--- src/sv/assert_macros.svh ---
// Assertion macros shared by the sequence window ack tracker RTL.
`ifndef ASSERT_MACROS_SVH
`define ASSERT_MACROS_SVH

// Checked on every rising clock edge outside reset.
`define SWAT_ASSERT(lbl, clk, rstn, prop, msg) \
    lbl: assert property (@(posedge clk) disable iff (!rstn) prop) else $error(msg);

// Checked on every rising clock edge, reset included.
`define SWAT_ASSERT_ALWAYS(lbl, clk, prop, msg) \
    lbl: assert property (@(posedge clk) prop) else $error(msg);

`endif

--- src/sv/swat_pkg.sv ---
// Types, codes and constants of the sequence window ack tracker.
`default_nettype none
package swat_pkg;

    localparam int STATE_W      = 32;
    localparam int SEQ_W        = 9;
    localparam int SEQ_HI_W     = STATE_W - SEQ_W;
    localparam int SEND_HISTORY = 32;
    localparam int HIST_AW      = $clog2(SEND_HISTORY);
    localparam int CNT_W        = 6;
    localparam int BYTES_W      = 3;
    localparam int IN_DATA_W    = 56;
    localparam int OUT_DATA_W   = 64;

    localparam logic [STATE_W-1:0] FLOOR_GAP       = 32'd32;
    localparam logic [STATE_W-1:0] FULL_MARK       = 32'd30;
    localparam logic [STATE_W-1:0] MAX_OUTSTANDING = 32'd63;
    localparam logic [BYTES_W-1:0] MAX_ACK_BYTES   = 3'd4;
    localparam logic [4:0]         BYTES_SAT_DIFF  = 5'd25;

    typedef enum logic {
        ACT_RECEIVE = 1'b0,
        ACT_BUILD   = 1'b1
    } t_action;

    typedef enum logic [1:0] {
        PT_DATA    = 2'd0,
        PT_PING    = 2'd1,
        PT_ACK     = 2'd2,
        PT_INVALID = 2'd3
    } t_ptype;

    typedef enum logic [1:0] {
        KIND_NOTIFY    = 2'd0,
        KIND_RECV_DONE = 2'd1,
        KIND_BUILT     = 2'd2
    } t_kind;

    typedef enum logic [2:0] {
        ST_OK          = 3'd0,
        ST_BAD_CONNECT = 3'd1,
        ST_BAD_HEADER  = 3'd2,
        ST_SEQ_WINDOW  = 3'd3,
        ST_ACK_WINDOW  = 3'd4,
        ST_REFUSED     = 3'd5
    } t_status;

    typedef enum logic [3:0] {
        S_IDLE,
        S_EXT,
        S_EVAL,
        S_DECIDE,
        S_NOTIFY,
        S_DRAIN,
        S_GAP,
        S_COMMIT,
        S_FINAL,
        S_BUILD_OUT
    } t_state;

    typedef struct packed {
        t_kind                kind;
        logic                 last;
        logic                 success;
        t_status              status;
        logic                 deliver;
        logic                 ping;
        logic                 became;
        logic                 full;
        logic [SEQ_W-1:0]     hdr_seq;
        logic [SEQ_W-1:0]     hdr_ack_start;
        logic [BYTES_W-1:0]   hdr_ack_bytes;
        logic [STATE_W-1:0]   hdr_ack_mask;
    } t_result;

    function automatic logic [STATE_W-1:0] byte_mask(input logic [BYTES_W-1:0] bytes);
        logic [STATE_W-1:0] m;
        unique case (bytes)
            3'd0:    m = 32'h0000_0000;
            3'd1:    m = 32'h0000_00FF;
            3'd2:    m = 32'h0000_FFFF;
            3'd3:    m = 32'h00FF_FFFF;
            default: m = 32'hFFFF_FFFF;
        endcase
        return m;
    endfunction

endpackage
`default_nettype wire

--- src/sv/swat_hist_ram.sv ---
// Send history memory: receive sequence recorded at each data send.
`default_nettype none
module swat_hist_ram (
    input  wire logic                          i_clk,
    input  wire logic                          i_we,
    input  wire logic [swat_pkg::HIST_AW-1:0]  i_waddr,
    input  wire logic [swat_pkg::STATE_W-1:0]  i_wdata,
    input  wire logic                          i_re,
    input  wire logic [swat_pkg::HIST_AW-1:0]  i_raddr,
    output logic      [swat_pkg::STATE_W-1:0]  o_rdata
);
    import swat_pkg::*;

    logic [STATE_W-1:0] r_mem [SEND_HISTORY];

    always_ff @(posedge i_clk) begin
        if (i_we) begin
            r_mem[i_waddr] <= i_wdata;
        end
    end

    always_ff @(posedge i_clk) begin
        if (i_re) begin
            o_rdata <= r_mem[i_raddr];
        end
    end

endmodule
`default_nettype wire

--- src/sv/swat_out_reg.sv ---
// One-entry output register for the result stream.
`default_nettype none
module swat_out_reg (
    input  wire logic              i_clk,
    input  wire logic              i_rst_n,
    input  wire logic              i_load,
    input  wire swat_pkg::t_result i_data,
    output logic                   o_free,
    input  wire logic              i_tready,
    output logic                   o_tvalid,
    output swat_pkg::t_result      o_data
);
    import swat_pkg::*;

    logic    r_valid;
    t_result r_data;

    assign o_free   = !r_valid || i_tready;
    assign o_tvalid = r_valid;
    assign o_data   = r_data;

    always_ff @(posedge i_clk) begin
        if (!i_rst_n) begin
            r_valid <= 1'b0;
        end else if (i_load) begin
            r_valid <= 1'b1;
        end else if (i_tready) begin
            r_valid <= 1'b0;
        end
    end

    always_ff @(posedge i_clk) begin
        if (i_load) begin
            r_data <= i_data;
        end
    end

endmodule
`default_nettype wire

--- src/sv/sequence_window_ack_tracker.sv ---
// Top level of the sequence window ack tracker: header build and receive checks.
// A build runs S_EXT, S_EVAL and S_BUILD_OUT; a rejected receive runs S_EXT, S_EVAL,
// S_DECIDE and S_FINAL. An accepted receive gives one notify per cycle in S_NOTIFY while
// the output register is free, then S_DRAIN, S_GAP, S_COMMIT, S_FINAL (no notifies: from S_GAP).
// One item is in work at a time: a new input is taken only in S_IDLE.
// Synchronous active-low reset clears the tracker state, not the item registers or history memory.
`default_nettype none
`include "assert_macros.svh"
module sequence_window_ack_tracker (
    input  wire logic                           i_clk,
    input  wire logic                           i_rst_n,
    input  wire logic                           i_cfg_valid,
    output logic                                o_cfg_ready,
    input  wire logic                           i_cfg_data,     // connect_sequence_bit
    input  wire logic                           s_axis_tvalid,
    output logic                                s_axis_tready,
    // rx_connect_bit, rx_sequence, rx_highest_ack, rx_ack_bytes, rx_ack_mask, zero pad
    input  wire logic [swat_pkg::IN_DATA_W-1:0] s_axis_tdata,
    input  wire logic [2:0]                     s_axis_tuser,   // action, packet_type
    output logic                                m_axis_tvalid,
    input  wire logic                           m_axis_tready,
    // notify_success, status, deliver_payload, request_ack_send, became_established,
    // window_full, hdr_sequence, hdr_ack_start, hdr_ack_bytes, hdr_ack_mask, zero pad
    output logic [swat_pkg::OUT_DATA_W-1:0]     m_axis_tdata,
    output logic [1:0]                          m_axis_tuser,   // result_kind
    output logic                                m_axis_tlast
);
    import swat_pkg::*;

    t_state r_state, n_state;

    logic               r_cfg_bit;
    logic [STATE_W-1:0] r_lsr, r_hacked, r_lsent, r_rxmask, r_floor;
    logic               r_established;
    logic               r_rd_ok;

    t_action            r_action;
    t_ptype             r_ptype;
    logic               r_cbit;
    logic [SEQ_W-1:0]   r_rseq, r_rack;
    logic [BYTES_W-1:0] r_nbytes;
    logic [STATE_W-1:0] r_amask;

    logic [STATE_W-1:0] r_seq, r_ack, r_outst, r_diff, r_count;
    logic               r_step_far;
    logic [4:0]         r_step_lo;
    t_status            r_status;
    logic [CNT_W-1:0]   r_cnt, r_i;
    logic               r_became, r_deliver, r_ping, r_gap_far;
    logic [BYTES_W-1:0] r_bytes;

    logic               w_in_accept;
    logic               w_out_free, w_out_load;
    t_result            w_out_data, w_out_q;
    logic               w_issue, w_ok;
    logic [CNT_W-1:0]   w_dist;
    logic               w_count_over, w_rx_pass, w_refused, w_advance;
    logic [CNT_W-1:0]   w_cnt_sat;
    logic [STATE_W-1:0] w_seq_ext, w_ack_ext, w_step, w_gap, w_rdata;
    logic [5:0]         w_bsum;
    logic [BYTES_W-1:0] w_bytes;
    t_status            w_hdr_status;

    assign o_cfg_ready   = 1'b1;
    assign s_axis_tready = (r_state == S_IDLE);
    assign w_in_accept   = s_axis_tvalid && s_axis_tready;

    assign w_dist       = r_cnt - r_i;
    assign w_ok         = !w_dist[CNT_W-1] && r_amask[w_dist[4:0]];
    assign w_count_over = r_count > r_outst;
    assign w_rx_pass    = (r_status == ST_OK) && !r_step_far && !w_count_over;
    assign w_cnt_sat    = (|r_count[STATE_W-1:CNT_W]) ? CNT_W'(MAX_OUTSTANDING)
                                                      : r_count[CNT_W-1:0];
    assign w_refused    = (r_ptype == PT_DATA) && (r_outst >= MAX_OUTSTANDING);
    assign w_advance    = (r_state == S_EVAL) && (r_action == ACT_BUILD)
                          && (r_ptype == PT_DATA) && !w_refused;

    assign w_seq_ext = (r_rseq < r_lsr[SEQ_W-1:0])
                       ? {r_lsr[STATE_W-1:SEQ_W] + SEQ_HI_W'(1), r_rseq}
                       : {r_lsr[STATE_W-1:SEQ_W], r_rseq};
    assign w_ack_ext = (r_rack < r_hacked[SEQ_W-1:0])
                       ? {r_hacked[STATE_W-1:SEQ_W] + SEQ_HI_W'(1), r_rack}
                       : {r_hacked[STATE_W-1:SEQ_W], r_rack};
    assign w_step = r_seq - r_lsr;
    assign w_gap  = r_seq - r_floor;

    assign w_bsum  = {1'b0, r_diff[4:0]} + 6'd7;
    assign w_bytes = (|r_diff[STATE_W-1:5] || (r_diff[4:0] >= BYTES_SAT_DIFF))
                     ? MAX_ACK_BYTES : w_bsum[5:3];

    always_comb begin
        if (r_cbit != r_cfg_bit) begin
            w_hdr_status = ST_BAD_CONNECT;
        end else if ((r_nbytes > MAX_ACK_BYTES) || (r_ptype == PT_INVALID)) begin
            w_hdr_status = ST_BAD_HEADER;
        end else begin
            w_hdr_status = ST_OK;
        end
    end

    swat_hist_ram u_hist (
        .i_clk   (i_clk),
        .i_we    (w_advance),
        .i_waddr (r_lsent[HIST_AW-1:0] + HIST_AW'(1)),
        .i_wdata (r_lsr),
        .i_re    (w_issue),
        .i_raddr (r_hacked[HIST_AW-1:0] + r_i[HIST_AW-1:0]),
        .o_rdata (w_rdata)
    );

    swat_out_reg u_out (
        .i_clk    (i_clk),
        .i_rst_n  (i_rst_n),
        .i_load   (w_out_load),
        .i_data   (w_out_data),
        .o_free   (w_out_free),
        .i_tready (m_axis_tready),
        .o_tvalid (m_axis_tvalid),
        .o_data   (w_out_q)
    );

    assign m_axis_tuser = w_out_q.kind;
    assign m_axis_tlast = w_out_q.last;
    assign m_axis_tdata = {3'b000, w_out_q.hdr_ack_mask, w_out_q.hdr_ack_bytes,
                           w_out_q.hdr_ack_start, w_out_q.hdr_seq, w_out_q.full,
                           w_out_q.became, w_out_q.ping, w_out_q.deliver,
                           w_out_q.status, w_out_q.success};

    always_ff @(posedge i_clk) begin
        if (!i_rst_n) begin
            r_state <= S_IDLE;
        end else begin
            r_state <= n_state;
        end
    end

    always_comb begin
        n_state    = r_state;
        w_out_load = 1'b0;
        w_out_data = '0;
        w_issue    = 1'b0;
        unique case (r_state)
            S_IDLE: begin
                if (w_in_accept) begin
                    n_state = S_EXT;
                end
            end
            S_EXT: begin
                n_state = S_EVAL;
            end
            S_EVAL: begin
                n_state = (r_action == ACT_BUILD) ? S_BUILD_OUT : S_DECIDE;
            end
            S_DECIDE: begin
                if (!w_rx_pass) begin
                    n_state = S_FINAL;
                end else if (w_cnt_sat == '0) begin
                    n_state = S_GAP;
                end else begin
                    n_state = S_NOTIFY;
                end
            end
            S_NOTIFY: begin
                if (w_out_free) begin
                    w_issue            = 1'b1;
                    w_out_load         = 1'b1;
                    w_out_data.kind    = KIND_NOTIFY;
                    w_out_data.success = w_ok;
                    if (r_i == r_cnt) begin
                        n_state = S_DRAIN;
                    end
                end
            end
            S_DRAIN: begin
                n_state = S_GAP;
            end
            S_GAP: begin
                n_state = S_COMMIT;
            end
            S_COMMIT: begin
                n_state = S_FINAL;
            end
            S_FINAL: begin
                if (w_out_free) begin
                    w_out_load         = 1'b1;
                    w_out_data.kind    = KIND_RECV_DONE;
                    w_out_data.last    = 1'b1;
                    w_out_data.status  = r_status;
                    w_out_data.deliver = r_deliver;
                    w_out_data.ping    = r_ping;
                    w_out_data.became  = r_became;
                    w_out_data.full    = (r_outst >= FULL_MARK);
                    n_state            = S_IDLE;
                end
            end
            S_BUILD_OUT: begin
                if (w_out_free) begin
                    w_out_load      = 1'b1;
                    w_out_data.kind = KIND_BUILT;
                    w_out_data.last = 1'b1;
                    w_out_data.full = (r_outst >= FULL_MARK);
                    if (r_status == ST_REFUSED) begin
                        w_out_data.status = ST_REFUSED;
                    end else begin
                        w_out_data.hdr_seq       = r_lsent[SEQ_W-1:0];
                        w_out_data.hdr_ack_start = r_lsr[SEQ_W-1:0];
                        w_out_data.hdr_ack_bytes = r_bytes;
                        w_out_data.hdr_ack_mask  = r_rxmask & byte_mask(r_bytes);
                    end
                    n_state = S_IDLE;
                end
            end
            default: begin
                n_state = S_IDLE;
            end
        endcase
    end

    always_ff @(posedge i_clk) begin
        if (!i_rst_n) begin
            r_cfg_bit     <= 1'b0;
            r_lsr         <= '0;
            r_hacked      <= '0;
            r_lsent       <= '0;
            r_rxmask      <= '0;
            r_floor       <= '0;
            r_established <= 1'b0;
            r_rd_ok       <= 1'b0;
        end else begin
            if (i_cfg_valid) begin
                r_cfg_bit <= i_cfg_data;
            end
            r_rd_ok <= w_issue && w_ok;
            if (r_rd_ok) begin
                r_floor <= w_rdata;
            end
            if (w_advance) begin
                r_lsent <= r_lsent + STATE_W'(1);
            end
            if ((r_state == S_DECIDE) && w_rx_pass) begin
                r_rxmask <= (r_rxmask << r_step_lo)
                            | {{(STATE_W-1){1'b0}}, (r_ptype == PT_DATA)};
            end
            if (w_issue && w_ok) begin
                r_established <= 1'b1;
            end
            if (r_state == S_COMMIT) begin
                if (r_gap_far) begin
                    r_floor <= r_seq - FLOOR_GAP;
                end
                r_hacked <= r_ack;
                r_lsr    <= r_seq;
            end
        end
    end

    always_ff @(posedge i_clk) begin
        unique case (r_state)
            S_IDLE: begin
                if (w_in_accept) begin
                    r_action  <= t_action'(s_axis_tuser[0]);
                    r_ptype   <= t_ptype'(s_axis_tuser[2:1]);
                    r_cbit    <= s_axis_tdata[0];
                    r_rseq    <= s_axis_tdata[9:1];
                    r_rack    <= s_axis_tdata[18:10];
                    r_nbytes  <= s_axis_tdata[21:19];
                    r_amask   <= s_axis_tdata[53:22];
                    r_became  <= 1'b0;
                    r_deliver <= 1'b0;
                    r_ping    <= 1'b0;
                end
            end
            S_EXT: begin
                r_seq   <= w_seq_ext;
                r_ack   <= w_ack_ext;
                r_outst <= r_lsent - r_hacked;
                r_diff  <= r_lsr - r_floor;
                r_amask <= r_amask & byte_mask(r_nbytes);
            end
            S_EVAL: begin
                r_step_far <= |w_step[STATE_W-1:5];
                r_step_lo  <= w_step[4:0];
                r_count    <= r_ack - r_hacked;
                r_bytes    <= w_bytes;
                if (r_action == ACT_BUILD) begin
                    r_status <= w_refused ? ST_REFUSED : ST_OK;
                end else begin
                    r_status <= w_hdr_status;
                end
                if (w_advance) begin
                    r_outst <= r_outst + STATE_W'(1);
                end
            end
            S_DECIDE: begin
                if (r_status == ST_OK) begin
                    if (r_step_far) begin
                        r_status <= ST_SEQ_WINDOW;
                    end else if (w_count_over) begin
                        r_status <= ST_ACK_WINDOW;
                    end
                end
                r_cnt     <= w_cnt_sat;
                r_i       <= CNT_W'(1);
                r_ping    <= w_rx_pass && (r_ptype == PT_PING);
                r_deliver <= w_rx_pass && (r_ptype == PT_DATA) && (r_step_lo != '0);
            end
            S_NOTIFY: begin
                if (w_issue) begin
                    r_i <= r_i + CNT_W'(1);
                    if (w_ok && !r_established) begin
                        r_became <= 1'b1;
                    end
                end
            end
            S_GAP: begin
                r_gap_far <= w_gap > FLOOR_GAP;
            end
            S_COMMIT: begin
                r_outst <= r_lsent - r_ack;
            end
            default: begin
            end
        endcase
    end

    `SWAT_ASSERT_ALWAYS(a_reset_clears_out, i_clk, !i_rst_n |=> !m_axis_tvalid, "result valid after reset")
    `SWAT_ASSERT(a_one_item, i_clk, i_rst_n, w_in_accept |=> !s_axis_tready, "input taken while busy")
    `SWAT_ASSERT(a_notify_not_last, i_clk, i_rst_n, m_axis_tvalid && (w_out_q.kind == KIND_NOTIFY) |-> !m_axis_tlast, "notify marked last")
    `SWAT_ASSERT(a_refused_empty, i_clk, i_rst_n, m_axis_tvalid && (w_out_q.status == ST_REFUSED) |-> (w_out_q.hdr_seq == '0) && (w_out_q.hdr_ack_mask == '0) && w_out_q.full, "refused header not empty")

endmodule
`default_nettype wire
--- config.mk ---
export PLATFORM = sky130hd
export DESIGN_NAME = sequence_window_ack_tracker
export DESIGN_NICKNAME = d
export VERILOG_FILES = /design/src/sv/swat_pkg.sv /design/src/sv/swat_hist_ram.sv /design/src/sv/swat_out_reg.sv /design/src/sv/sequence_window_ack_tracker.sv
export VERILOG_INCLUDE_DIRS = /design/src /design/src/sv
export SDC_FILE = /design/constraint.sdc
export NUM_CORES = 2
export LEC_CHECK = 0
export BUFFER_PORTS_ARGS = -buffer_cell sky130_fd_sc_hd__buf_2
export CAP_MARGIN = 20
export CORE_ASPECT_RATIO = 0.75
export CORE_MARGIN = 2
export CORE_UTILIZATION = 63
export DETAILED_ROUTE_END_ITERATION = 10
export GPL_TIMING_DRIVEN = 0
export PLACE_DENSITY = 0.8
export SETUP_SLACK_MARGIN = 0.02
export SLEW_MARGIN = 25
export SYNTH_ARGS = -nofsm -noshare
export SYNTH_HDL_FRONTEND = slang
export SYNTH_SLANG_ARGS = --single-unit
--- constraint.sdc ---
create_clock -name i_clk -period 6.1 [get_ports i_clk]
set_input_delay 0.305 -clock i_clk [delete_from_list [all_inputs] [get_ports i_clk]]
set_output_delay 0.305 -clock i_clk [all_outputs]
set_load 0.05 [all_outputs]
# Yosys cells after proc, flatten, opt, wreduce, memory -nomap -nowiden
# Memory sizes are Yosys's and may differ from the RTL's. A register that Yosys moved wholly into a read port is not among the register bits.
# Cells that the tools add are included.
# word_totals
reg_bits,477
ramBits,1024
in_bits,65
out_inout_bits,70
elab_cells,218
mem_count,1
# op_classes
n_addsub,16
n_lt_le_gt_ge,9
n_eq_ne,29
shift,1
mux,60
bitwise,5
reduce_logical,53
# memory_table
memory,words,width,rd,rd_clocked_by_memory_dff,write_ports,line_no,text
u_hist.r_mem,32,32,1,1,1,swat_hist_ram.sv:14,logic [STATE_W-1:0] r_mem [SEND_HISTORY];
# op_table
op,count
32-bit two-way mux,11
32-bit case mux with 4 select lines,2
32-bit subtractor,6
32-bit case mux with 3 select lines,1
32-bit by 1-bit adder with 32-bit output (second input constant),2
32-bit bitwise AND,2
32-bit case mux with 2 select lines,1
54-bit two-way mux,1
27-bit OR reduction,2
53-bit two-way mux,1
23-bit by 1-bit adder with 23-bit output (second input constant),2
4-bit case mux with 9 select lines,1
32-bit by 5-bit >= comparator with 1-bit output (second input constant),1
32-bit by 6-bit >= comparator with 1-bit output (second input constant),1
32-bit > comparator,1
32-bit by 6-bit > comparator with 1-bit output (second input constant),1
32-bit by 1-bit bitwise OR with 32-bit output,1
32-bit by 5-bit << shifter with 32-bit output,1
32-bit by 6-bit subtractor with 32-bit output (second input constant),1
3-bit two-way mux,9
26-bit OR reduction,1
4-bit two-way mux,6
9-bit < comparator,2
4-bit by 3-bit equality test with 1-bit output (second input constant),4
other kinds (46),112

# Depth between registers and ports, before layout
# depth
depth_word,9
mapped_depth,19
ltp_nobuf,18

# Cells and area by module
# From an unflattened synthesis, not the netlist that was laid out.
# unflattened
cells_unflattened,5531
area_unflattened_um2,71863.9
# by_module_without_submodules
mod,n_inst,cells_per_inst,area_each_um2,seq_area_each_um2
swat_hist_ram,1,2260,40807.9,31710.4
sequence_window_ack_tracker,1,3203,29085.4,10700.3
swat_out_reg,1,68,1970.6,1941.9

# Worst setup path after synthesis
# No wires, ideal clock.
# synth_path
kind,reg2reg
start,register r_state[1]
end,"register r_outst[31], data pin"
setup_ps,331
t_arrival_ps,4358
t_required_ps,5769
setup_slack_ps,1412
path_stages_with_launch,20
n_path_buf,3
synth_period_minus_slack_ps,4688
cell_sequence,dfxtp_1 clkbuf_1 nand2_1 nor2_1 clkbuf_1 mux2i_1 ha_1 and3_1 clkbuf_1 and3_1 a41oi_1 nand4_1 a31oi_1 o31ai_1 a221o_1 nor3b_1 a311oi_1 xnor2_1 nor2_1 a21oi_1
# synth_via
elab_chain_cells,2
elab_cells_between_ends,4
cone_classes,3 x eq/ne; 1 x mux
# synth_rtl
element,line_no,text
start: declaration,sequence_window_ack_tracker.sv:30,"t_state r_state, n_state;"
start signal: assignment,sequence_window_ack_tracker.sv:133,r_state <= n_state;
4-bit by 3-bit equality test with 1-bit output (tied with other cells),sequence_window_ack_tracker.sv:258,unique case (r_state)
32-bit case mux with 3 select lines (*),sequence_window_ack_tracker.sv:258,
end signal: assignment,sequence_window_ack_tracker.sv:276,r_outst <= r_lsent - r_hacked;
end signal: assignment,sequence_window_ack_tracker.sv:291,r_outst <= r_outst + STATE_W'(1);
end signal: assignment,sequence_window_ack_tracker.sv:319,r_outst <= r_lsent - r_ack;
end: declaration,sequence_window_ack_tracker.sv:44,"logic [STATE_W-1:0] r_seq, r_ack, r_outst, r_diff, r_count;"
# Mark *: on every way between the ends. The rest lies on a longest branch, timed or not.
# A chain may end at the register's enable or synchronous reset.

# Final worst setup path
# layout_path
start,register r_state[1]
end,"register r_outst[30], data pin"
# The elaborated chain is that of the path after synthesis.

==> metrics.md <==
| Metric | Value |
|---|---|
| EDFF count, synth | 1365 |
| Tcrit/Tclk final | 0.8843 |
| Drt total wl | 205.8 mm |
| Die area | 114900 sq um |
| Nets@finish | 5817 |
| Final Hold Viols | 0 |
| Yosys Warn Count | 0 |
| CP dominant cell by count | a21oi_1 |
| Critical Path End Type | flop |
| Pwr dens | 269.6 nW/um^2 |
| Row cnt | 106 |
| Synthesis-stage register bit count | 1533 |
| Hold_sp | i_rst_n |
| CTS Buf Count | 144 |
| Final Skew | 0.04189 ns |
| CTS tree | built |
| Yosys top cell area share | 0.5799 |
| CP top delay family | compound AO/OA/AOI/OAI gates |
| Worst-path clk slew | 0.07 ns |
| CTS H-tree depth | 4 |
| Syn Inst Count | 5129 |
| Worst Hold Class | input port to flop |
| Antenna Violating Nets Remaining | 0 |
| Worst Tran Pin Value | 1.227 ns |
| DRC | 0 |
| Clock latency on the worst-skew pair | 0.80 ns |
| Finish-stage setup viols | 0 |
| Most frequent cells after synthesis | edfxtp_1, nand2_1, mux4_2 |
| Peak Freq | 0.1854 GHz |
| Status | complete, no violations |
| Relative slew margins | 0.1818 |
| Design area | 80120 sq um |
| Core area | 111400 sq um |
| Avg Cell Area, Syn | 13.78 sq um |
| Vias in the first global route | 46470 |
| WL/cell | 28.99 microns |
| CTS sink cnt | 1533 |
| Max clock buf depth | 3 |
| Top-count cell post-synth | edfxtp_1 |
| Largest net degree at the start of global routing | 55 |
| Initial antenna violation count | 8 |
| Maximum Capacitance Violations | 0 |
| Top FF cell, synth | edfxtp_1 |
| DP Area | 74850 sq um |
| RSZ-0062 raised after global routing | false |
| Buffer and inverter count on the worst path | 3 |
| Critical Path AT | 5.93 ns |
| Total global routing overflow | 0 |
| Top post-synthesis cells by area | edfxtp_1, mux4_2, dfxtp_1 |
| Die width | 390.8 microns |
| R2r startpoint | r_state[1] |
| Hold-critical path depth | 2 |
| Initial Util | 0.6345 |
| DRT Pass-1 Iters | 9 |
| Critical-path top delay cell | clkbuf_1 |
| Layout Utilization | 0.7191 |
| Worst r2r path cells | 19 |
| Register area share after synthesis | 0.6275 |
| Startpoint Class | flop |
| Post-CTS sizing | 0 |
| Library cells used by synthesis | 83 |
| Critical path class | flop to flop |
| First-pass GRT wire length | 300.4 mm |
| Final GP Congestion | 0.9769 |
| Port bufs | 127 |
| CP Launch Point | r_state[1] |
| Reg2reg end | r_outst[30] |
| Share of post-route cells with drive strength above 1 | 0.1428 |
| Critical Path Max Stage Delay | 0.62 ns |
| Min-Delay Endpoint | r_state[3] |
| Area Growth Syn to Fin | 13.34% |
| CTS Root Buffer Type | clkbuf_16 |
| Drt via density | 6.796 |
| Lkg Pwr | 28.07 nW |
| Worst EP required | 6.63 ns |
| Ports | 135 |
| Die H | 294.1 microns |
| CP max FO | 16 |
| Post-synthesis cell area | 70690 sq um |
| Yosys top cell by area | edfxtp_1 |
| Hpwl dp | 136.0 mm |
| R2R setup slack | 0.71 ns |
| Iteration-0 DRC Markers | 7411 |
| Total track usage | 0.3587 |
| Worst vdd ir | 0.2176 mV |
| Max Slew Vio Count | 0 |
| Post-CTS Setup Repair Bufs | 0 |
| Share of synthesized registers carrying an async set or reset | 0 |
| Min Tclk post-route | 5.394 ns |
| Vias | 48250 |
| Worst-path cell chain | clkbuf_1, nand2_1, nor2_2, buf_6, clkbuf_1, mux2i_1, ha_1, nand3_1, nor3_1, and3_1, a221oi_1, o31ai_1, a21o_1, a21oi_1, o31a_1, a21oi_1, a21oi_1, xor2_1, o21ai_0 |
[timing repair]
item	in CTS	in global routing
hold endpoints to repair	81	0
hold buffers	62	0
setup endpoints to repair	0	2
[power by group]
part	internal [mW]	total (mW)	switching, mW
combinational	0.402	1.08	0.675
clock	4.92	8.97	4.05
sequential	11.4	11.6	0.107
[cells in the final DEF (no fill, tap or decap), types with 40 or more instances in the layout]
| master | n |
|---|---|
| a21o_1 | 81 |
| and3_1 | 42 |
| nor2_1 | 158 |
| ha_1 | 223 |
| a21oi_1 | 175 |
| and2_1 | 91 |
| mux2i_1 | 82 |
| nand2_1 | 628 |
| clkbuf_16 | 150 |
| o21ai_0 | 156 |
| dlygate4sd3_1 | 62 |
| nand3_1 | 258 |
| dfxtp_1 | 136 |
| inv_1 | 192 |
| o21a_1 | 55 |
| edfxtp_1 | 1365 |
| mux4_2 | 278 |
| nor2b_1 | 86 |
| a21boi_0 | 40 |
| nor3_1 | 72 |
| clkbuf_1 | 190 |
| buf_2 | 135 |
| xnor2_1 | 191 |
| xor2_1 | 45 |
[through the flow]
step           total power [mW]  instances  setup WS (ns)  hold WS (ns)  setup TNS (ns)
4_1_cts                   21.56       7095         0.4137       0.01967               0
2_1_floorplan             12.43       5131          1.412        0.4039               0
6_report                  21.60       7100         0.7057       0.06452               0
5_1_grt                   22.07       7096         0.1339       0.06177               0
3_3_place_gp              12.74       6716        -0.4538        0.4371          -34.39
3_5_place_dp              12.77       6771         0.4559        0.4425               0
[sequential cells by signal, indices dropped and copies added, names as in the netlist, 2 cells and up]
signal	cells
r_lsr	32
r_rseq	9
r_cnt	6
r_bytes	3
r_step_lo	5
r_floor	32
r_ack	32
u_hist.o_rdata	32
u_hist.r_mem	1024
u_out.o_data	64
r_outst	32
r_seq	32
r_amask	32
r_rack	9
r_state	4
r_rxmask	32
r_diff	32
r_i	6
r_count	32
r_nbytes	3
r_hacked	32
r_ptype	2
r_status	3
r_lsent	32
[routing by layer]
metal	part of all wire	vias up	GRT usage
met1	0.38	23570	0.5169
li1	-	20240	-
met5	0.00029	-	0
met2	0.43	3815	0.5081
met4	0.046	8	0.1510
met3	0.14	626	0.1127
[worst reg2reg max path: cells and delay by family, from the launching register on]
family,cells,cell delay (ns)
xor+xnor,1,0.17
fa+ha+maj,1,0.37
simple gates,5,0.92
flops,1,0.35
compound gates,8,1.45
mux,1,0.58
buf+inv,3,1.27
[cells by family after synthesis]
group,share of synthesized area
other,0.0001062
AO/OA/AOI/OAI,0.07211
multiplexers,0.1026
buffers and inverters,0.02253
AND/OR/NAND/NOR,0.1041
flip-flops,0.6275
XOR/XNOR,0.02961
adder cells (fa/ha/maj),0.04146
[worst max path at each step]
stage / cells past startpoint / to / slack (ns)
after CTS: 20 / r_outst[31] / 0.41
after global routing: 19 / r_outst[30] / 0.13
after floorplan: 19 / r_outst[31] / 1.41
after detailed placement: 20 / r_outst[31] / 0.46
final: 19 / r_outst[30] / 0.71
after global placement: 19 / r_outst[31] / -0.45
[layout make-up]
| class | instances | area (sq um) |
|---|---|---|
| clock inverter | 79 | 635.6 |
| antenna | 4 | 10.01 |
| sequential | 1533 | 44390 |
| tap | 1458 | 1824 |
| fill | 6938 | 31290 |
| timing repair buffer | 246 | 2631 |
| buffer | 222 | 882.1 |
| clock buffer | 183 | 3961 |
| inverter | 196 | 735.7 |
| multi-input combinational | 3179 | 25040 |
Power figures use the tool's default switching activity.
